$ cat config.mk
export PLATFORM = sky130hd
export DESIGN_NAME = wav_header_chunk_locator
export DESIGN_NICKNAME = d
export VERILOG_FILES = /design/src/hdl/wavhc_pkg.sv /design/src/hdl/wavhc_parser.sv /design/src/hdl/wavhc_out_queue.sv /design/src/hdl/wav_header_chunk_locator.sv
export SDC_FILE = /design/constraint.sdc
export NUM_CORES = 1
export LEC_CHECK = 0
export BUFFER_PORTS_ARGS = -buffer_cell sky130_fd_sc_hd__buf_2
export CAP_MARGIN = 25
export CORE_ASPECT_RATIO = 0.75
export CORE_MARGIN = 3
export CORE_UTILIZATION = 57
export CTS_BUF_LIST = sky130_fd_sc_hd__clkbuf_4 sky130_fd_sc_hd__clkbuf_8
export DETAILED_ROUTE_END_ITERATION = 12
export GPL_ROUTABILITY_DRIVEN = 0
export PLACE_DENSITY = 0.9
export SLEW_MARGIN = 20
export SYNTH_ARGS = -nofsm -noshare
export SYNTH_HDL_FRONTEND = slang
export SYNTH_HIERARCHICAL = 1
export SYNTH_SLANG_ARGS = --single-unit
$ cat constraint.sdc
create_clock -name clk -period 9.35 [get_ports clk]
set_input_delay 0.4675 -clock clk [delete_from_list [all_inputs] [get_ports clk]]
set_output_delay 0.4675 -clock clk [all_outputs]
set_load 0.02 [all_outputs]
$ cat src/hdl/wavhc_pkg.sv
// Package with the word types and result record shared by the WAV header locator modules.
`timescale 1ns / 1ps

package wavhc_pkg;

  // Status codes carried in a result word.
  localparam logic STATUS_OK  = 1'b0;
  localparam logic STATUS_ERR = 1'b1;

  typedef struct packed {
    logic [7:0] file_byte;
    logic       last_byte;
  } in_t;

  typedef struct packed {
    logic        status;
    logic [15:0] channel_count;
    logic [31:0] sample_rate;
    logic [15:0] sample_bits;
    logic [31:0] data_length;
    logic [31:0] data_start;
  } out_t;

  // A result word from the parser together with its strobe.
  typedef struct packed {
    logic valid;
    out_t word;
  } res_t;

endpackage

$ cat src/hdl/wavhc_parser.sv
// Parser state registers and the one-byte step logic of the WAV header locator.
`timescale 1ns / 1ps

module wavhc_parser (
  input  logic            clk,
  input  logic            rst,
  input  logic            go,
  input  wavhc_pkg::in_t  word,
  output wavhc_pkg::res_t res
);

  localparam logic [31:0] TAG_WAVE     = 32'h5741_5645;
  localparam logic [31:0] TAG_FMT      = 32'h666D_7420;
  localparam logic [31:0] TAG_DATA     = 32'h6461_7461;
  localparam logic [31:0] MIN_FMT_BODY = 32'd16;

  typedef enum logic [2:0] {
    PH_WAVE,
    PH_FMT,
    PH_FMTSIZE,
    PH_BODY,
    PH_DATA,
    PH_DATASIZE,
    PH_DONE
  } phase_t;

  phase_t      phase, phase_next;
  logic [31:0] tag_window, tag_window_next;
  logic [31:0] byte_position, byte_position_next;
  logic [31:0] field_counter, field_counter_next;
  logic [31:0] format_length, format_length_next;
  logic [15:0] held_channels, held_channels_next;
  logic [31:0] held_rate, held_rate_next;
  logic [15:0] held_bits, held_bits_next;
  logic [31:0] held_data_length, held_data_length_next;

  logic [31:0] win_shift;
  logic [31:0] lane_byte;
  logic [4:0]  lane_shift;
  logic [31:0] counter_inc;

  assign win_shift   = {tag_window[23:0], word.file_byte};
  assign lane_byte   = {24'h000000, word.file_byte};
  assign lane_shift  = {field_counter[1:0], 3'b000};
  assign counter_inc = field_counter + 32'd1;

  always_comb begin
    phase_next            = phase;
    tag_window_next       = win_shift;
    byte_position_next    = byte_position + 32'd1;
    field_counter_next    = field_counter;
    format_length_next    = format_length;
    held_channels_next    = held_channels;
    held_rate_next        = held_rate;
    held_bits_next        = held_bits;
    held_data_length_next = held_data_length;
    res                   = '0;

    unique case (phase)
      PH_WAVE: begin
        if (win_shift == TAG_WAVE) phase_next = PH_FMT;
      end
      PH_FMT: begin
        if (win_shift == TAG_FMT) begin
          phase_next         = PH_FMTSIZE;
          field_counter_next = '0;
          format_length_next = '0;
        end
      end
      PH_FMTSIZE: begin
        format_length_next = format_length | (lane_byte << lane_shift);
        field_counter_next = counter_inc;
        if (field_counter[1:0] == 2'd3) begin
          field_counter_next = '0;
          if (format_length_next < MIN_FMT_BODY) begin
            res.valid       = 1'b1;
            res.word.status = wavhc_pkg::STATUS_ERR;
            phase_next      = PH_DONE;
          end else begin
            phase_next = PH_BODY;
          end
        end
      end
      PH_BODY: begin
        if (field_counter == 32'd2) held_channels_next = held_channels | {8'h00, word.file_byte};
        else if (field_counter == 32'd3) held_channels_next = held_channels | {word.file_byte, 8'h00};
        else if (field_counter[31:2] == 30'd1) held_rate_next = held_rate | (lane_byte << lane_shift);
        else if (field_counter == 32'd14) held_bits_next = held_bits | {8'h00, word.file_byte};
        else if (field_counter == 32'd15) held_bits_next = held_bits | {word.file_byte, 8'h00};
        field_counter_next = counter_inc;
        // The body length is at least 16 here, so the count meets it exactly.
        if (counter_inc == format_length) begin
          field_counter_next = '0;
          tag_window_next    = '0;
          phase_next         = PH_DATA;
        end
      end
      PH_DATA: begin
        if (win_shift == TAG_DATA) begin
          phase_next            = PH_DATASIZE;
          field_counter_next    = '0;
          held_data_length_next = '0;
        end
      end
      PH_DATASIZE: begin
        held_data_length_next = held_data_length | (lane_byte << lane_shift);
        field_counter_next    = counter_inc;
        if (field_counter[1:0] == 2'd3) begin
          field_counter_next     = '0;
          res.valid              = 1'b1;
          res.word.status        = wavhc_pkg::STATUS_OK;
          res.word.channel_count = held_channels;
          res.word.sample_rate   = held_rate;
          res.word.sample_bits   = held_bits;
          res.word.data_length   = held_data_length_next;
          res.word.data_start    = byte_position + 32'd1;
          phase_next             = PH_DONE;
        end
      end
      default: begin
      end
    endcase

    // The final byte of a file closes any unfinished search with an error and rearms.
    if (word.last_byte) begin
      if (!res.valid && (phase_next < PH_DONE)) begin
        res.valid       = 1'b1;
        res.word        = '0;
        res.word.status = wavhc_pkg::STATUS_ERR;
      end
      phase_next            = PH_WAVE;
      tag_window_next       = '0;
      byte_position_next    = '0;
      field_counter_next    = '0;
      format_length_next    = '0;
      held_channels_next    = '0;
      held_rate_next        = '0;
      held_bits_next        = '0;
      held_data_length_next = '0;
    end

    if (!go) res.valid = 1'b0;
  end

  always_ff @(posedge clk) begin
    if (rst) begin
      phase            <= PH_WAVE;
      tag_window       <= '0;
      byte_position    <= '0;
      field_counter    <= '0;
      format_length    <= '0;
      held_channels    <= '0;
      held_rate        <= '0;
      held_bits        <= '0;
      held_data_length <= '0;
    end else if (go) begin
      phase            <= phase_next;
      tag_window       <= tag_window_next;
      byte_position    <= byte_position_next;
      field_counter    <= field_counter_next;
      format_length    <= format_length_next;
      held_channels    <= held_channels_next;
      held_rate        <= held_rate_next;
      held_bits        <= held_bits_next;
      held_data_length <= held_data_length_next;
    end
  end

endmodule

$ cat src/hdl/wavhc_out_queue.sv
// Result register with a skid stage on the header output channel.
`timescale 1ns / 1ps

module wavhc_out_queue (
  input  logic             clk,
  input  logic             rst,
  input  wavhc_pkg::res_t  res,
  output logic             skid_full,
  output logic             valid,
  input  logic             stall,
  output wavhc_pkg::out_t  word
);

  logic            skid_valid;
  wavhc_pkg::out_t skid_word;
  logic            out_free;

  // The output register can take a new word when it is empty or being read.
  assign out_free  = !valid || !stall;
  assign skid_full = skid_valid;

  always_ff @(posedge clk) begin
    if (rst) begin
      valid      <= 1'b0;
      skid_valid <= 1'b0;
    end else if (out_free) begin
      if (skid_valid) begin
        valid      <= 1'b1;
        skid_valid <= 1'b0;
      end else begin
        valid <= res.valid;
      end
    end else if (res.valid) begin
      skid_valid <= 1'b1;
    end
  end

  always_ff @(posedge clk) begin
    if (out_free) begin
      if (skid_valid) word <= skid_word;
      else if (res.valid) word <= res.word;
    end else if (res.valid) begin
      skid_word <= res.word;
    end
  end

endmodule

$ cat src/hdl/wav_header_chunk_locator.sv
// Top level of the WAV header locator: input register, parser and output queue.
`timescale 1ns / 1ps

// Takes a WAV file one byte per word on the byte channel, with last_byte set on the
// final byte, and gives one header word per file on the hdr channel: channel count,
// sample rate, bits per sample, data chunk length and the offset of the first sound
// byte, or status 1 with all other fields zero when the format chunk is shorter than
// 16 bytes or the file ends before the data chunk size is read. A byte is taken in
// every cycle in which byte_stall is low; each byte is held in the input register and
// its result, if any, is registered in the output register or its skid stage. Input
// stalls only while both the output register and its skid stage hold words that the
// hdr side has not taken. After a final byte the parser starts over for the next file.

module wav_header_chunk_locator (
  input  logic            clk,
  input  logic            rst,
  input  logic            byte_valid,
  output logic            byte_stall,
  input  wavhc_pkg::in_t  byte_word,
  output logic            hdr_valid,
  input  logic            hdr_stall,
  output wavhc_pkg::out_t hdr_word
);

  logic            s1_valid;
  wavhc_pkg::in_t  s1_word;
  logic            s1_go;
  logic            skid_full;
  wavhc_pkg::res_t res;

  // The staged byte is stepped whenever the skid stage has room for a result.
  assign s1_go      = s1_valid && !skid_full;
  assign byte_stall = s1_valid && skid_full;

  always_ff @(posedge clk) begin
    if (rst) begin
      s1_valid <= 1'b0;
    end else if (byte_valid && !byte_stall) begin
      s1_valid <= 1'b1;
    end else if (s1_go) begin
      s1_valid <= 1'b0;
    end
  end

  always_ff @(posedge clk) begin
    if (byte_valid && !byte_stall) s1_word <= byte_word;
  end

  wavhc_parser u_parser (
    .clk  (clk),
    .rst  (rst),
    .go   (s1_go),
    .word (s1_word),
    .res  (res)
  );

  wavhc_out_queue u_out_queue (
    .clk       (clk),
    .rst       (rst),
    .res       (res),
    .skid_full (skid_full),
    .valid     (hdr_valid),
    .stall     (hdr_stall),
    .word      (hdr_word)
  );

endmodule

==> results.txt <==
Status = finished clean
Clk root buf = clkbuf_8
WP data required = 9860 ps
Drt initial violations = 2,437
Total grt overflow = 0
TNS Setup = 0 ps
Skew final = 32.7 ps
Top_reg_cell synth = edfxtp_1
Chip Width = 227 um
I/O pin total = 144
DIE HEIGHT = 172 um
Vias/cell = 6.38
Drt drc = 0
Area leader, netlist = edfxtp_1
Tmin final = 4820 ps
Worst Path Max Fanout = 28
Htree depth = 3
Max-Cap Viols = 0
Count leader, synth = nor2_1
Cell variety after synth = 72
Vias in the first global route = 15,204
Largest net degree at the start of global routing = 83
Arrival @ worst endpoint = 5330 ps
Layout cells sized above 1 = 0.228
Design area = 23,400 um^2
GRT Util Overall = 0.261
Initial antenna violation count = 0
Reg2reg start = u_parser/field_counter[1]
PwrDens = 182 nW/um^2
Antenna Cells = 0
Element type at the critical path end = register
Achievable frequency = 0.207 GHz
CTS Hold Bufs = 3
Async S/R FF share, synth = 0
Post-Synthesis Cells = 1,888
CORE AREA = 36,000 um^2
Post-DP HPWL = 32,300 um
PostCTS Resize Cnt = 0
Post-Syn Area = 21,000 um^2
Area growth syn-to-layout = 11.9%
CTS clk-pin slew, worst paths = 60 ps
Number of synthesized flops with an enable pin = 267
FILL cells = 2,526
Initial Util = 0.582
HP Start = byte_word[2]
TritonCTS clock tree = yes
RSZ-0062 raised after global routing = false
Finished Core Util = 0.651
Hold Fails Final Rpt = 0
DR WL/cell = 21.3 um
Worst Setup SP = u_parser/field_counter[1]
Share of the synthesized area in the top cell type = 0.382
Synth warn = 6
Post-Place Cell Area = 21,800 um^2
Vias = 16,013
Post-CTS setup buffers = 0
Post-DRT Antenna Nets = 0
Clock sink count = 489
Peak supply drop = 0.000113 V
Register area share after synthesis = 0.594
Max-slew headroom = 0.305
Slew at the pin with the worst max-slew slack = 1040 ps
Seq cells post-synth = 489
Row cnt = 60
Top cells by area, synth = edfxtp_1 (38%), dfxtp_1 (21%), mux2_2 (7.0%)
Hold slack = 53.4 ps
Setup crit start kind = register
Max-slew violations = 0
Syn_area_per_cell = 11.1 um^2
Final period util = 0.515
First-pass GRT wire length = 81,300 um
Clock Latency Late Sink = 640 ps
Clock Tree Buf Depth = 3
I/O Buffers = 143
Leakage = 8.45 nW
Worst Hold Class = in2reg
Commonest cells post-synth = nor2_1 (284), edfxtp_1 (267), dfxtp_1 (222)
Finish-stage setup viols = 0
Nets = 2,002
Die area = 39,100 um^2
Critical path class = reg2reg
TritonCTS buffer count = 72
Net Count, Synth = 1,905
WL final = 53,500 um
Drt first pass iters = 9
-- final cells by class --
| class | instances | area (um^2) | area share |
|---|---|---|---|
| repair buffers | 176 | 1010 | 0.0431 |
| inverters | 15 | 56.3 | 0.00240 |
| clock buffers | 117 | 1400 | 0.0596 |
| multi-input cells | 1231 | 7820 | 0.333 |
| flip-flops and latches | 489 | 12500 | 0.532 |
| well taps | 465 | 582 | 0.0248 |
| clock inverters | 17 | 120 | 0.00512 |
-- final timing paths --
check                          endpoint  slack, ps  cells after the start
max reg2reg  u_parser/field_counter[15]       4530                     10
min                          s1_word[2]         50                      1
min reg2reg      u_parser/held_rate[14]        450                      2
max          u_parser/field_counter[15]       4530                     10
-- metal layers --
layer,GRT usage,part of all wire,up-vias
met3,0.0715,0.11,224
met1,0.361,0.41,7624
met5,0,0,-
met2,0.397,0.44,1047
li1,-,-,7118
met4,0.0992,0.036,0
-- power by group --
part	internal, mW	leakage, nW	switching (mW)
Sequential	2.29	4.27	0.0144
Combinational	0.0429	3.36	0.129
Clock	0.959	0.817	0.828
-- worst max-delay path, stage by stage (launching register included) --
cell and delay [ps]:
dfxtp_1 700, ha_1 520, nand4_1 250, or3_1 550, or3_1 500, xor2_1 170, a2111oi_0 740, nand4_1 250
o21ai_4 620, o21ai_0 180, a21o_1 200
-- through the flow --
stage               cells  power, mW  setup WS (ps)
CTS                  2507       4.28           4670
global placement     2370       2.51           4860
finish               2510       4.26           4530
floorplan            1888       2.46            498
detailed placement   2370       2.51           4730
global route         2510       4.39           4300
-- registers in the layout, indices dropped and copies added (netlist names) --
signal and flops:
s1_valid 1, s1_word 9, u_out_queue/skid_full 1, u_out_queue/skid_word 129
u_out_queue/valid 1, u_out_queue/word 129, u_parser/byte_position 32, u_parser/field_counter 32
u_parser/format_length 32, u_parser/held_bits 16, u_parser/held_channels 16, u_parser/held_data_length 32
u_parser/held_rate 32, u_parser/phase 3, u_parser/tag_window 24
-- cells by family after synthesis --
| group | count (synthesis) | synth area share |
|---|---|---|
| flops | 489 | 0.594 |
| compound gates | 378 | 0.113 |
| fa+ha+maj | 4 | 0.00239 |
| simple gates | 640 | 0.151 |
| mux | 133 | 0.0714 |
| xor+xnor | 76 | 0.0318 |
| buf+inv | 168 | 0.0360 |
-- cells in the final DEF, fill, tap and decap left out, types with 32 or more instances in the layout --
| cell | n |
|---|---|
| a21oi_1 | 116 |
| a31oi_1 | 107 |
| and2_1 | 73 |
| buf_2 | 143 |
| clkbuf_4 | 34 |
| clkbuf_8 | 83 |
| dfxtp_1 | 221 |
| edfxtp_1 | 267 |
| mux2_2 | 131 |
| nand2_1 | 56 |
| nand3_1 | 32 |
| nor2_1 | 282 |
| nor4_1 | 37 |
| o21ai_0 | 50 |
| xnor2_1 | 47 |
No activity file was read; power rests on OpenSTA's default activity.
